--- src/hdl/wspc_pkg.sv ---
`timescale 1ns / 1ps
// Package: payload types, widths and register codes of the wheel speed PID unit.
package wspc_pkg;

	// Serial multiplier: wide magnitude times a 16-bit gain or tick
	localparam int MulAW = 40;
	localparam int MulBW = 16;
	localparam int MulPW = MulAW + MulBW;

	// Serial divider: left-aligned dividend, 16-bit divisor
	localparam int DivNW = 56;
	localparam int DivDW = 16;

	// Step counter wide enough for the longest serial pass
	localparam int CntW = 6;

	// Configuration register indexes
	localparam logic [2:0] CFG_GAIN_P       = 3'd0;
	localparam logic [2:0] CFG_GAIN_I       = 3'd1;
	localparam logic [2:0] CFG_GAIN_D       = 3'd2;
	localparam logic [2:0] CFG_INTEGRAL_CAP = 3'd3;
	localparam logic [2:0] CFG_MAX_SPEED    = 3'd4;
	localparam logic [2:0] CFG_MIN_WINDOW   = 3'd5;

	typedef struct packed {
		logic [1:0]         motor;
		logic signed [31:0] encoder_position;
		logic signed [15:0] target_speed;
		logic [15:0]        tick_ms;
		logic [15:0]        window_ms;
	} req_t;

	typedef struct packed {
		logic [1:0]         motor_out;
		logic [7:0]         duty;
		logic signed [15:0] measured_speed;
	} rsp_t;

endpackage

--- src/hdl/wspc_mul.sv ---
`timescale 1ns / 1ps
// Bit-serial shift-add multiplier: one multiplier bit per cycle.
module wspc_mul (
	input  logic                          clk,
	input  logic                          arst_n,
	input  logic                          start,
	input  logic [wspc_pkg::MulAW-1:0]    mcand,
	input  logic [wspc_pkg::MulBW-1:0]    mplier,
	output logic                          done,
	output logic [wspc_pkg::MulPW-1:0]    product
);
	import wspc_pkg::*;

	logic [MulPW-1:0] mcand_q;
	logic [MulPW-1:0] acc_q;
	logic [MulBW-1:0] mplier_q;
	logic [CntW-1:0]  cnt_q;
	logic             busy_q;
	logic             done_q;

	// Count the steps and flag the end of a pass
	always_ff @(posedge clk or negedge arst_n) begin
		if (!arst_n) begin
			busy_q <= 1'b0;
			done_q <= 1'b0;
			cnt_q  <= '0;
		end else begin
			done_q <= 1'b0;
			if (start) begin
				busy_q <= 1'b1;
				cnt_q  <= CntW'(MulBW);
			end else if (busy_q) begin
				cnt_q <= cnt_q - CntW'(1);
				if (cnt_q == CntW'(1)) begin
					busy_q <= 1'b0;
					done_q <= 1'b1;
				end
			end
		end
	end

	// Add the shifted multiplicand for each set multiplier bit
	always_ff @(posedge clk) begin
		if (start) begin
			mcand_q  <= MulPW'(mcand);
			mplier_q <= mplier;
			acc_q    <= '0;
		end else if (busy_q) begin
			if (mplier_q[0]) begin
				acc_q <= acc_q + mcand_q;
			end
			mcand_q  <= mcand_q << 1;
			mplier_q <= mplier_q >> 1;
		end
	end

	assign done    = done_q;
	assign product = acc_q;

endmodule

--- src/hdl/wspc_div.sv ---
`timescale 1ns / 1ps
// Bit-serial restoring divider: one quotient bit per cycle.
module wspc_div (
	input  logic                          clk,
	input  logic                          arst_n,
	input  logic                          start,
	input  logic [wspc_pkg::DivNW-1:0]    dividend,
	input  logic [wspc_pkg::DivDW-1:0]    divisor,
	input  logic [wspc_pkg::CntW-1:0]     steps,
	output logic                          done,
	output logic [wspc_pkg::DivNW-1:0]    quotient
);
	import wspc_pkg::*;

	logic [DivNW-1:0] num_q;
	logic [DivDW-1:0] rem_q;
	logic [DivDW-1:0] den_q;
	logic [CntW-1:0]  cnt_q;
	logic             busy_q;
	logic             done_q;
	logic [DivDW:0]   trial;
	logic             fits;

	// Shift the next dividend bit into the remainder and try the divisor
	assign trial = {rem_q, num_q[DivNW-1]};
	assign fits  = (trial >= {1'b0, den_q});

	always_ff @(posedge clk or negedge arst_n) begin
		if (!arst_n) begin
			busy_q <= 1'b0;
			done_q <= 1'b0;
			cnt_q  <= '0;
		end else begin
			done_q <= 1'b0;
			if (start) begin
				busy_q <= 1'b1;
				cnt_q  <= steps;
			end else if (busy_q) begin
				cnt_q <= cnt_q - CntW'(1);
				if (cnt_q == CntW'(1)) begin
					busy_q <= 1'b0;
					done_q <= 1'b1;
				end
			end
		end
	end

	// Quotient bits enter at the bottom as the dividend leaves the top
	always_ff @(posedge clk) begin
		if (start) begin
			num_q <= dividend;
			rem_q <= '0;
			den_q <= divisor;
		end else if (busy_q) begin
			rem_q <= fits ? DivDW'(trial - {1'b0, den_q}) : DivDW'(trial);
			num_q <= {num_q[DivNW-2:0], fits};
		end
	end

	assign done     = done_q;
	assign quotient = num_q;

endmodule

--- src/hdl/wheel_speed_pid_controller_unit.sv ---
`timescale 1ns / 1ps
// Top level: per-motor PID speed controller with bit-serial multiply and divide.
// The speed is recomputed only for a valid window, the last divide is skipped when the duty
// clamps at 0 or 255, and the result waits while the output is stalled.
// One request at a time; the next can be taken in the cycle after the result is registered.
// The sequence runs on the shared serial divider (one quotient bit a cycle)
// and the shared serial multiplier (one gain or tick bit a cycle).
// Reset clears the per-motor state and loads the default gains and limits.
module wheel_speed_pid_controller_unit #(
	parameter int MOTORS = 4
) (
	input  logic            clk,
	input  logic            arst_n,
	input  logic            req_valid,
	output logic            req_stall,
	input  wspc_pkg::req_t  req,
	output logic            rsp_valid,
	input  logic            rsp_stall,
	output wspc_pkg::rsp_t  rsp,
	input  logic            cfg_valid,
	output logic            cfg_ready,
	input  logic [2:0]      cfg_index,
	input  logic [15:0]     cfg_data
);
	import wspc_pkg::*;

	localparam int MI   = (MOTORS > 1) ? $clog2(MOTORS) : 1;
	localparam int AccW = 49;
	localparam int VW   = AccW - 6;

	typedef enum logic [12:0] {
		ST_IDLE = 13'b0000000000001,
		ST_LOAD = 13'b0000000000010,
		ST_SPD  = 13'b0000000000100,
		ST_ERR  = 13'b0000000001000,
		ST_DD   = 13'b0000000010000,
		ST_ET   = 13'b0000000100000,
		ST_P    = 13'b0000001000000,
		ST_D    = 13'b0000010000000,
		ST_I    = 13'b0000100000000,
		ST_IQ   = 13'b0001000000000,
		ST_U    = 13'b0010000000000,
		ST_DUTY = 13'b0100000000000,
		ST_DONE = 13'b1000000000000
	} state_t;

	state_t state_q;

	// Configuration registers
	logic [15:0] gain_p_q, gain_i_q, gain_d_q, integral_cap_q, min_window_q;
	logic [14:0] max_speed_q;

	// Per-motor state
	logic signed [31:0] last_pos_q  [MOTORS];
	logic signed [15:0] speed_est_q [MOTORS];
	logic signed [17:0] last_err_q  [MOTORS];
	logic signed [39:0] err_integ_q [MOTORS];

	// Working registers of the request in flight
	req_t                req_q;
	logic signed [15:0]  spd_w_q;
	logic                diff_neg_q;
	logic signed [17:0]  e_q;
	logic                dd_neg_q;
	logic [26:0]         dedt_mag_q;
	logic signed [39:0]  integ_w_q;
	logic signed [AccW-1:0] acc_q;
	logic [7:0]          duty_q;
	rsp_t                rsp_q;
	logic                rsp_valid_q;

	// Serial unit hookup
	logic              mul_start, mul_done;
	logic [MulAW-1:0]  mul_a;
	logic [MulBW-1:0]  mul_b;
	logic [MulPW-1:0]  mul_prod;
	logic              div_start, div_done;
	logic [DivNW-1:0]  div_num, div_quot;
	logic [DivDW-1:0]  div_den;
	logic [CntW-1:0]   div_steps;

	logic [MI-1:0]      idx;
	logic               win_ok;
	logic [15:0]        tick1;
	logic signed [32:0] diff;
	logic [32:0]        diff_mag;
	logic [42:0]        diff_k;
	logic [14:0]        spd_sat;
	logic signed [15:0] spd_new;
	logic signed [17:0] e_raw, e_comb;
	logic [17:0]        e_mag;
	logic signed [18:0] dd;
	logic [18:0]        dd_mag;
	logic [26:0]        dd_k;
	logic signed [40:0] et_s, integ_sum, cap_s, integ_sat;
	logic [25:0]        cap;
	logic [39:0]        integ_mag;
	logic [AccW-1:0]    acc_mag;
	logic [AccW-9:0]    u_mag;
	logic signed [VW-1:0] u_s, v_s;
	logic [14:0]        ms;
	logic [15:0]        two_ms;
	logic               v_neg, v_big;
	logic [23:0]        v_k;
	logic               rsp_free;

	localparam logic signed [40:0] IntegMin = {2'b11, 39'd0};

	assign idx      = MI'(req_q.motor);
	assign win_ok   = (req_q.window_ms != 16'd0) && (req_q.window_ms >= min_window_q);
	assign tick1    = (req_q.tick_ms == 16'd0) ? 16'd1 : req_q.tick_ms;

	// Speed from the position change
	assign diff     = 33'(req_q.encoder_position) - 33'(last_pos_q[idx]);
	assign diff_mag = diff[32] ? 33'(-diff) : 33'(diff);
	assign diff_k   = 43'(diff_mag) * 43'(1000);
	assign spd_sat  = (div_quot > DivNW'(32767)) ? 15'd32767 : div_quot[14:0];
	assign spd_new  = diff_neg_q ? -$signed({1'b0, spd_sat}) : $signed({1'b0, spd_sat});

	// Error and its change since the last tick
	assign e_raw  = 18'(req_q.target_speed) - 18'(spd_w_q);
	assign e_comb = req_q.target_speed[15] ? -e_raw : e_raw;
	assign e_mag  = e_q[17] ? 18'(-e_q) : 18'(e_q);
	assign dd     = 19'(e_comb) - 19'(last_err_q[idx]);
	assign dd_mag = dd[18] ? 19'(-dd) : 19'(dd);
	assign dd_k   = 27'(dd_mag) * 27'(1000);

	// Integral update with its limits
	assign et_s      = e_q[17] ? -$signed(41'(mul_prod)) : $signed(41'(mul_prod));
	assign integ_sum = 41'(err_integ_q[idx]) + et_s;
	assign cap       = 26'(integral_cap_q) * 26'(1000);
	assign cap_s     = $signed(41'(cap));
	assign integ_sat = (integ_sum > cap_s) ? cap_s :
		((integ_sum < IntegMin) ? IntegMin : integ_sum);
	assign integ_mag = integ_w_q[39] ? 40'(-integ_w_q) : 40'(integ_w_q);

	// Scale the sum and map it onto the duty range
	assign acc_mag = acc_q[AccW-1] ? AccW'(-acc_q) : AccW'(acc_q);
	assign u_mag   = acc_mag[AccW-1:8];
	assign u_s     = acc_q[AccW-1] ? -$signed(VW'(u_mag)) : $signed(VW'(u_mag));
	assign ms      = (max_speed_q == 15'd0) ? 15'd1 : max_speed_q;
	assign two_ms  = {ms, 1'b0};
	assign v_s     = u_s + $signed(VW'(ms));
	assign v_neg   = v_s[VW-1];
	assign v_big   = !v_neg && (v_s >= $signed(VW'(two_ms)));
	assign v_k     = 24'(v_s[15:0]) * 24'(255);

	assign rsp_free = !rsp_valid_q || !rsp_stall;

	// Steer the serial units
	always_comb begin
		mul_start = 1'b0;
		mul_a     = '0;
		mul_b     = '0;
		div_start = 1'b0;
		div_num   = '0;
		div_den   = '0;
		div_steps = '0;
		case (state_q)
			ST_LOAD: begin
				if (win_ok) begin
					div_start = 1'b1;
					div_num   = {diff_k, 13'd0};
					div_den   = req_q.window_ms;
					div_steps = CntW'(43);
				end
			end
			ST_ERR: begin
				div_start = 1'b1;
				div_num   = {dd_k, 29'd0};
				div_den   = tick1;
				div_steps = CntW'(27);
			end
			ST_DD: begin
				mul_start = div_done;
				mul_a     = MulAW'(e_mag);
				mul_b     = tick1;
			end
			ST_ET: begin
				mul_start = mul_done;
				mul_a     = MulAW'(e_mag);
				mul_b     = gain_p_q;
			end
			ST_P: begin
				mul_start = mul_done;
				mul_a     = MulAW'(dedt_mag_q);
				mul_b     = gain_d_q;
			end
			ST_D: begin
				mul_start = mul_done;
				mul_a     = integ_mag;
				mul_b     = gain_i_q;
			end
			ST_I: begin
				div_start = mul_done;
				div_num   = mul_prod;
				div_den   = DivDW'(1000);
				div_steps = CntW'(DivNW);
			end
			ST_U: begin
				div_start = !v_neg && !v_big;
				div_num   = {v_k, 32'd0};
				div_den   = two_ms;
				div_steps = CntW'(24);
			end
			default: begin
			end
		endcase
	end

	wspc_mul u_mul (
		.clk     (clk),
		.arst_n  (arst_n),
		.start   (mul_start),
		.mcand   (mul_a),
		.mplier  (mul_b),
		.done    (mul_done),
		.product (mul_prod)
	);

	wspc_div u_div (
		.clk      (clk),
		.arst_n   (arst_n),
		.start    (div_start),
		.dividend (div_num),
		.divisor  (div_den),
		.steps    (div_steps),
		.done     (div_done),
		.quotient (div_quot)
	);

	// Sequencer, configuration and per-motor state
	always_ff @(posedge clk or negedge arst_n) begin
		if (!arst_n) begin
			state_q        <= ST_IDLE;
			rsp_valid_q    <= 1'b0;
			gain_p_q       <= 16'd384;
			gain_i_q       <= 16'd512;
			gain_d_q       <= 16'd51;
			integral_cap_q <= 16'd800;
			max_speed_q    <= 15'd1600;
			min_window_q   <= 16'd100;
			for (int k = 0; k < MOTORS; k++) begin
				last_pos_q[k]  <= '0;
				speed_est_q[k] <= '0;
				last_err_q[k]  <= '0;
				err_integ_q[k] <= '0;
			end
		end else begin
			if (cfg_valid) begin
				case (cfg_index)
					CFG_GAIN_P:       gain_p_q       <= cfg_data;
					CFG_GAIN_I:       gain_i_q       <= cfg_data;
					CFG_GAIN_D:       gain_d_q       <= cfg_data;
					CFG_INTEGRAL_CAP: integral_cap_q <= cfg_data;
					CFG_MAX_SPEED:    max_speed_q    <= cfg_data[14:0];
					CFG_MIN_WINDOW:   min_window_q   <= cfg_data;
					default: begin
					end
				endcase
			end
			if (rsp_valid_q && !rsp_stall) begin
				rsp_valid_q <= 1'b0;
			end
			case (state_q)
				ST_IDLE: begin
					if (req_valid) begin
						state_q <= (int'(req.motor) < MOTORS) ? ST_LOAD : ST_DONE;
					end
				end
				ST_LOAD: state_q <= win_ok ? ST_SPD : ST_ERR;
				ST_SPD: begin
					if (div_done) begin
						speed_est_q[idx] <= spd_new;
						last_pos_q[idx]  <= req_q.encoder_position;
						state_q          <= ST_ERR;
					end
				end
				ST_ERR: state_q <= ST_DD;
				ST_DD: begin
					if (div_done) begin
						state_q <= ST_ET;
					end
				end
				ST_ET: begin
					if (mul_done) begin
						err_integ_q[idx] <= integ_sat[39:0];
						last_err_q[idx]  <= e_q;
						state_q          <= ST_P;
					end
				end
				ST_P: begin
					if (mul_done) begin
						state_q <= ST_D;
					end
				end
				ST_D: begin
					if (mul_done) begin
						state_q <= ST_I;
					end
				end
				ST_I: begin
					if (mul_done) begin
						state_q <= ST_IQ;
					end
				end
				ST_IQ: begin
					if (div_done) begin
						state_q <= ST_U;
					end
				end
				ST_U: state_q <= (v_neg || v_big) ? ST_DONE : ST_DUTY;
				ST_DUTY: begin
					if (div_done) begin
						state_q <= ST_DONE;
					end
				end
				ST_DONE: begin
					if (rsp_free) begin
						rsp_valid_q <= 1'b1;
						state_q     <= ST_IDLE;
					end
				end
				default: state_q <= ST_IDLE;
			endcase
		end
	end

	// Working values of the request in flight
	always_ff @(posedge clk) begin
		case (state_q)
			ST_IDLE: begin
				if (req_valid) begin
					req_q   <= req;
					spd_w_q <= '0;
					duty_q  <= '0;
				end
			end
			ST_LOAD: begin
				spd_w_q    <= speed_est_q[idx];
				diff_neg_q <= diff[32];
			end
			ST_SPD: begin
				if (div_done) begin
					spd_w_q <= spd_new;
				end
			end
			ST_ERR: begin
				e_q      <= e_comb;
				dd_neg_q <= dd[18];
			end
			ST_DD: begin
				if (div_done) begin
					dedt_mag_q <= div_quot[26:0];
				end
			end
			ST_ET: begin
				if (mul_done) begin
					integ_w_q <= integ_sat[39:0];
					acc_q     <= '0;
				end
			end
			ST_P: begin
				if (mul_done) begin
					acc_q <= e_q[17] ? acc_q - $signed(AccW'(mul_prod))
						: acc_q + $signed(AccW'(mul_prod));
				end
			end
			ST_D: begin
				if (mul_done) begin
					acc_q <= dd_neg_q ? acc_q - $signed(AccW'(mul_prod))
						: acc_q + $signed(AccW'(mul_prod));
				end
			end
			ST_IQ: begin
				if (div_done) begin
					acc_q <= integ_w_q[39] ? acc_q - $signed(AccW'(div_quot))
						: acc_q + $signed(AccW'(div_quot));
				end
			end
			ST_U: begin
				duty_q <= v_big ? 8'd255 : 8'd0;
			end
			ST_DUTY: begin
				if (div_done) begin
					duty_q <= div_quot[7:0];
				end
			end
			ST_DONE: begin
				if (rsp_free) begin
					rsp_q.motor_out      <= req_q.motor;
					rsp_q.duty           <= duty_q;
					rsp_q.measured_speed <= spd_w_q;
				end
			end
			default: begin
			end
		endcase
	end

	assign req_stall = (state_q != ST_IDLE);
	assign rsp_valid = rsp_valid_q;
	assign rsp       = rsp_q;
	assign cfg_ready = 1'b1;

endmodule
--- config.mk ---
export PLATFORM = sky130hd
export DESIGN_NAME = wheel_speed_pid_controller_unit
export DESIGN_NICKNAME = d
export VERILOG_FILES = /design/src/hdl/wspc_pkg.sv /design/src/hdl/wspc_mul.sv /design/src/hdl/wspc_div.sv /design/src/hdl/wheel_speed_pid_controller_unit.sv
export SDC_FILE = /design/constraint.sdc
export NUM_CORES = 2
export LEC_CHECK = 0
export BUFFER_PORTS_ARGS = -buffer_cell sky130_fd_sc_hd__buf_2
export CAP_MARGIN = 25
export CELL_PAD_IN_SITES_DETAIL_PLACEMENT = 1
export CELL_PAD_IN_SITES_GLOBAL_PLACEMENT = 2
export CORE_MARGIN = 2
export CORE_UTILIZATION = 46
export DETAILED_ROUTE_END_ITERATION = 10
export PLACE_DENSITY = 0.88
export SYNTH_ARGS = -nofsm -noshare
export SYNTH_HDL_FRONTEND = slang
export SYNTH_SLANG_ARGS = --single-unit
--- constraint.sdc ---
create_clock -name clk -period 17.8 [get_ports clk]
set_clock_uncertainty 0.1 [all_clocks]
set_input_delay 1.78 -clock clk [delete_from_list [all_inputs] [get_ports clk]]
set_output_delay 1.78 -clock clk [all_outputs]
set_load 0.01 [all_outputs]
# Word-level counts from Yosys, hierarchy flattened
# Cells that the tools add are included.
# totals
mem_bits_ro,0
latchBits,0
elab_cells,260
memories,0
reg_bits,1033
output_inout_bits,29
ram_bits,0
inputBits,106
# classes
n_addsub,22
multipliers,4
n_shift,0
div_mod_pow,0
eq_ne,31
mux,103
bitwise_logic,1
order_cmp,8
n_reduce_logical,38
# ops
op,count
$mux W49,8
$mux W40,8
$pmux W56 S4,1
$pmux W49 S4,1
$mux W16,11
$pmux W13 S13,1
$mux W56,3
$bwmux W160,1
$mux W13,11
$bwmux W128,1
$pmux W16 S4,2
$pmux W40 S3,1
$add A49 B49 Y49,2
$sub A49 B49 Y49,2
$mux W32,3
$mux W18,5
$bmux W40 S2,1
$demux W40 S2,1
$bwmux W72,1
$bmux W32 S2,1
$bwmux W64,1
$demux W32 S2,1
$add A56 B56 Y56,1
$gt A56 B15 Y1 const B,1
other kinds (82),138

# Depth between registers and ports, before layout
# depth
depth_word,11
mapped_depth,51
ltp_nobuf,50

# Cells and area by module
# From an unflattened synthesis, not the netlist that was laid out.
# hier_totals
cells_unflattened,8369
hier_area_um2,81867.3
# modules_own_cells
module,area_per_inst_um2,cells_each,instances,seq_area_each_um2
wheel_speed_pid_controller_unit,68655.8,7079,1,21406.8
wspc_mul,8355.5,893,1,3323.2
wspc_div,4855.9,397,1,2682.6

# Worst setup path after synthesis
# Ideal clock, no wire load.
# synth_timing
path_kind,reg2reg
start,register req_q (netlist bit idx[0])
end,"register u_div.num_q[55], in the netlist u_div.quotient[55], data pin"
period_less_slack_ns,11.360
required_ns,17.436
setup_slack_ns,6.440
n_path_buf,5
setup_time_ns,0.264
stages_incl_launch_ff,46
t_arrival_ns,10.996
path_cell_list,edfxtp_1 clkbuf_1 clkbuf_1 buf_1 buf_1 mux4_2 ha_1 inv_1 fa_1 a21o_1 a21oi_1 o21ai_0 a21oi_1 nand3b_1 a21oi_1 nor3_1 nor4_1 nor3_1 [... 10 more ...] inv_1 fa_1 ha_1 o21a_1 o21ai_0 a21oi_1 o41ai_1 o221ai_1 a311o_1 nand3_1 a21oi_1 o41ai_1 nor3_1 nor2_1 a21oi_1 and3_1 o21ai_0 a31oi_1
# synth_between
elab_chain_len,11
word_cells_on_any_way,18
classes_between,add/sub (4); mul (2); mux (11); bitwise (1)
# synth_lines
element,line_no,source
"start, declared",wheel_speed_pid_controller_unit.sv:60,req_t req_q;
"start signal, assigned",wheel_speed_pid_controller_unit.sv:334,req_q <= req;
$not A2 Y3 (not written as such) (*),"wheel_speed_pid_controller_unit.sv:114, wheel_speed_pid_controller_unit.sv:124",
$bmux W32 S2,wheel_speed_pid_controller_unit.sv:114,assign diff = 33'(req_q.encoder_position) - 33'(last_pos_q[idx]);
$mux W32 (not written as such) (2 in series),wheel_speed_pid_controller_unit.sv:114,
$sub A32 B32 Y33,wheel_speed_pid_controller_unit.sv:114,
$neg A33 Y33,wheel_speed_pid_controller_unit.sv:115,assign diff_mag = diff[32] ? 33'(-diff) : 33'(diff);
$mux W33,wheel_speed_pid_controller_unit.sv:115,
$mul A33 B7 Y40,wheel_speed_pid_controller_unit.sv:116,assign diff_k = 43'(diff_mag) * 43'(1000);
$mux W56,wheel_speed_pid_controller_unit.sv:161,if (win_ok) begin
$pmux W56 S4 (*),wheel_speed_pid_controller_unit.sv:159,case (state_q)
$mux W56 (*),wspc_div.sv:50,if (start) begin
"end signal, assigned",wspc_div.sv:51,num_q <= dividend;
"end signal, assigned",wspc_div.sv:56,"num_q <= {num_q[DivNW-2:0], fits};"
"end, declared",wspc_div.sv:15,logic [DivNW-1:0] num_q;
# Mark *: on every way between the ends. The rest lies on a longest branch, timed or not. The select of a mux whose other input is x is not followed.
# A chain may end at the register's enable or synchronous reset.

# Worst setup path in the final report
# layout_timing
start,register req_q[32] (netlist bit)
end,"register u_div.num_q[55], in the netlist u_div.quotient[55], data pin"
# layout_between
elab_chain_len,9
# layout_lines
element,line_no,source
$sub A16 B16 Y17 (*),wheel_speed_pid_controller_unit.sv:121,assign e_raw = 18'(req_q.target_speed) - 18'(spd_w_q);
$neg A17 Y18,wheel_speed_pid_controller_unit.sv:122,assign e_comb = req_q.target_speed[15] ? -e_raw : e_raw;
$mux W18 (*),wheel_speed_pid_controller_unit.sv:122,
net e_comb[17],wheel_speed_pid_controller_unit.sv:90,"logic signed [17:0] e_raw, e_comb;"
$sub A18 B18 Y19 (*),wheel_speed_pid_controller_unit.sv:124,assign dd = 19'(e_comb) - 19'(last_err_q[idx]);
$neg A19 Y19,wheel_speed_pid_controller_unit.sv:125,assign dd_mag = dd[18] ? 19'(-dd) : 19'(dd);
$mux W19 (*),wheel_speed_pid_controller_unit.sv:125,
$mul A19 B7 Y24 (*),wheel_speed_pid_controller_unit.sv:126,assign dd_k = 27'(dd_mag) * 27'(1000);
$pmux W56 S4 (*),wheel_speed_pid_controller_unit.sv:159,
$mux W56 (*),wspc_div.sv:50,
# The timed path passes the listed nets; every way through them passes the cells marked *.

==> impl_results.md <==
- Wirelength per Cell: 26.2 um
- Worst Hold End: rsp[19]
- Top cell type's share of synthesized area: 16.5%
- DPL Wire Length: 218000 um
- Most numerous cell in the Yosys netlist: nand2_1
- Max-slew violations: 0
- Slowest-stage cell, CP: xnor2_1
- CP dominant cell by count: o21ai_0
- CP Class: register to register
- Fillers: 19400
- Post-synth EDFFs: 396
- R2r setup slk: 5.31 ns
- IO Port Bufs: 133
- Critical Path RT: 18.18 ns
- Reg2reg end: u_div.quotient[55]
- FFs w/ async S/R, synth: 53.1%
- Synthesized area: 80700 um^2
- Slew headroom: 24.2%
- Post-CTS Hold Fix Bufs: 0
- Vias in the first global route: 70200
- Final-report hold violation count: 0
- Crit end category: register
- Clk root buf: clkbuf_16
- Initial Utilization: 46.4%
- Worst hold stages: 0
- Total GRT Usage: 31.6%
- Grt ovf: 0
- Maxcap violations: 0
- # DRC: 0
- Crit path DAT: 12.87 ns
- Drt first pass iters: 6
- Tightest Hold Check Type: register to register
- Distinct cells, synth: 108
- Die Y-Extent: 423 um
- Top post-synthesis cells by count: nand2_1 (722), inv_1 (708), nor2_1 (696)
- Global-route wire length before repair: 436000 um
- Slowest stage delay, CP: 0.80 ns
- Tcrit/Tclk final: 70.2%
- CTS tree: built
- Syn nets: 9457
- Num Clock Sinks: 1033
- Sequential-to-total area share from yosys stat: 34.0%
- Total wire length: 285000 um
- Die area: 179000 um^2
- Number of CTS-inserted buffers: 121
- IO Count: 135
- Cell row count: 153
- Most used DFF post-synth: dfrtp_1
- Clock Pin Slew Worst Setup and Hold Paths: 0.07 ns
- RSZ-0062 raised after global routing: false
- Mapped Cells: 8417
- Startpoint Class: register
- Nets: 9469
- #FFs+latches synth: 1033
- Via Count: 67000
- Hold path start: duty_q[3]
- Buffer count from post-CTS setup fixing: 0
- Worst slew pin tran: 1.14 ns
- Iter 0 DRT Violations: 5887
- DRT antenna net count: 0
- Initial antenna violation count: 2
- Core footprint: 174000 um^2
- Layout cell share with drive strength beyond 1: 10.9%
- Ranking of synthesized cells by area: dfrtp_1 (16%), edfxtp_1 (15%), ha_1 (9.7%)
- Mapped Avg Cell Area: 9.59 um^2
- Setup TNS: 0 ns
- F_max: 80.0 MHz
- YS warnings: 0
- PostCTS Resize Cnt: 0
- Reg2Reg Depth: 41
- CTS H-tree depth: 3
- Via density: 6.16
- Reg2reg start: req_q[32]
- Area leader, netlist: dfrtp_1
- RD Place Congestion: 0.950
- Status: completed
- Die width: 423 um
- Largest net degree at the start of global routing: 143
- Setup violations, final: 0
- Synthesis-to-finish area growth: 9.33%
- Period minus WS final: 12.49 ns
- Clock latency at the later pin of the worst-skew pair: 0.80 ns
- Clock Path Buffers: 3
- Peak fanout along the critical path: 14
==> how the worst max path moves through the flow <==
stage | from | to | slack [ns] | cells after the start
2_1_floorplan | idx[0] | u_div.quotient[55] | 6.44 | 45
3_5_place_dp | req_q[32] | u_div.quotient[55] | 5.45 | 41
4_1_cts | req_q[32] | u_div.quotient[55] | 5.41 | 41
3_3_place_gp | req_q[32] | u_div.quotient[55] | 5.60 | 41
6_report | req_q[32] | u_div.quotient[55] | 5.31 | 41
5_1_grt | req_q[32] | u_div.quotient[55] | 4.37 | 43
==> critical path: cells and delay by family, from the launching register on <==
kind	cells	cell delay, ns
flip-flops	1	0.36
adder cells (fa/ha/maj)	7	2.92
AO/OA/AOI/OAI	17	4.09
XOR/XNOR	3	1.31
AND/OR/NAND/NOR	11	3.24
buffers and inverters	3	0.17
==> placed cells by master (no fill, tap or decap), types with 123 or more instances in the layout <==
cell type,count
xnor2_1,385
o21ai_0,467
nand3_1,144
ha_1,625
a21oi_1,552
dfrtp_1,532
fa_1,309
a21o_1,174
nor3_1,135
clkbuf_16,123
buf_2,133
nor2_1,690
nand2_1,717
inv_1,706
xor2_1,190
edfxtp_1,396
mux2_2,213
==> sequential cells by signal, summed over array words and instances, names as in the netlist, 18 cells and up <==
| name | count |
|---|---|
| acc_q | 49 |
| dedt_mag_q | 27 |
| e_q | 18 |
| err_integ_q | 160 |
| integ_w_q | 40 |
| last_err_q | 72 |
| last_pos_q | 128 |
| req_q | 80 |
| rsp | 26 |
| speed_est_q | 64 |
| u_div.quotient | 56 |
| u_mul.mcand_q | 56 |
| u_mul.product | 56 |
==> through the flow <==
step | area (um^2) | hold slack (ns) | setup slack (ns) | util, % | std cells
floorplan | 80700 | 0.300 | 6.44 | - | 8417
global placement | 83900 | 0.305 | 5.60 | 48.2 | 10600
detailed placement | 84000 | 0.307 | 5.45 | 48.3 | 10600
CTS | 88100 | 0.321 | 5.41 | 50.6 | 10900
global route | 88200 | 0.327 | 4.37 | 50.7 | 10900
finish | 88200 | 0.319 | 5.31 | 50.7 | 10900
==> cell families (layout without fill, tap and decap cells) <==
group	count (synthesis)	after routing	synth area share, %
other cells	1	3	0.00465
compound gates	2100	2100	17.0
simple gates	2321	2321	13.6
flops	1033	1033	34.0
fa+ha+maj	940	940	17.4
buf+inv	1072	1189	5.11
mux	375	375	6.64
xor+xnor	575	575	6.24
==> routing by layer <==
metal | vias to the layer above | routed length [um] | GRT usage (%)
met2 | 1992 | 131000 | 50.7
li1 | 30100 | - | -
met1 | 34300 | 123000 | 42.6
met4 | 0 | 13600 | 13.6
met5 | - | 0 | 0
met3 | 493 | 17900 | 4.50
==> final cells by class <==
| type | count | area (um^2) | share of cell area, % |
|---|---|---|---|
| Multi-Input combinational cell | 6312 | 49400 | 56.0 |
| Sequential cell | 1033 | 27400 | 31.1 |
| Clock buffer | 163 | 3340 | 3.78 |
| Antenna cell | 2 | 5.00 | 0.00567 |
| Clock inverter | 65 | 779 | 0.884 |
| Inverter | 709 | 2660 | 3.02 |
| Tap cell | 2325 | 2910 | 3.30 |
| Timing Repair Buffer | 252 | 1680 | 1.91 |
Power is left out: the tool's default activity adds up to more than one toggle a clock period on the data nets, which glitch-free logic cannot reach.
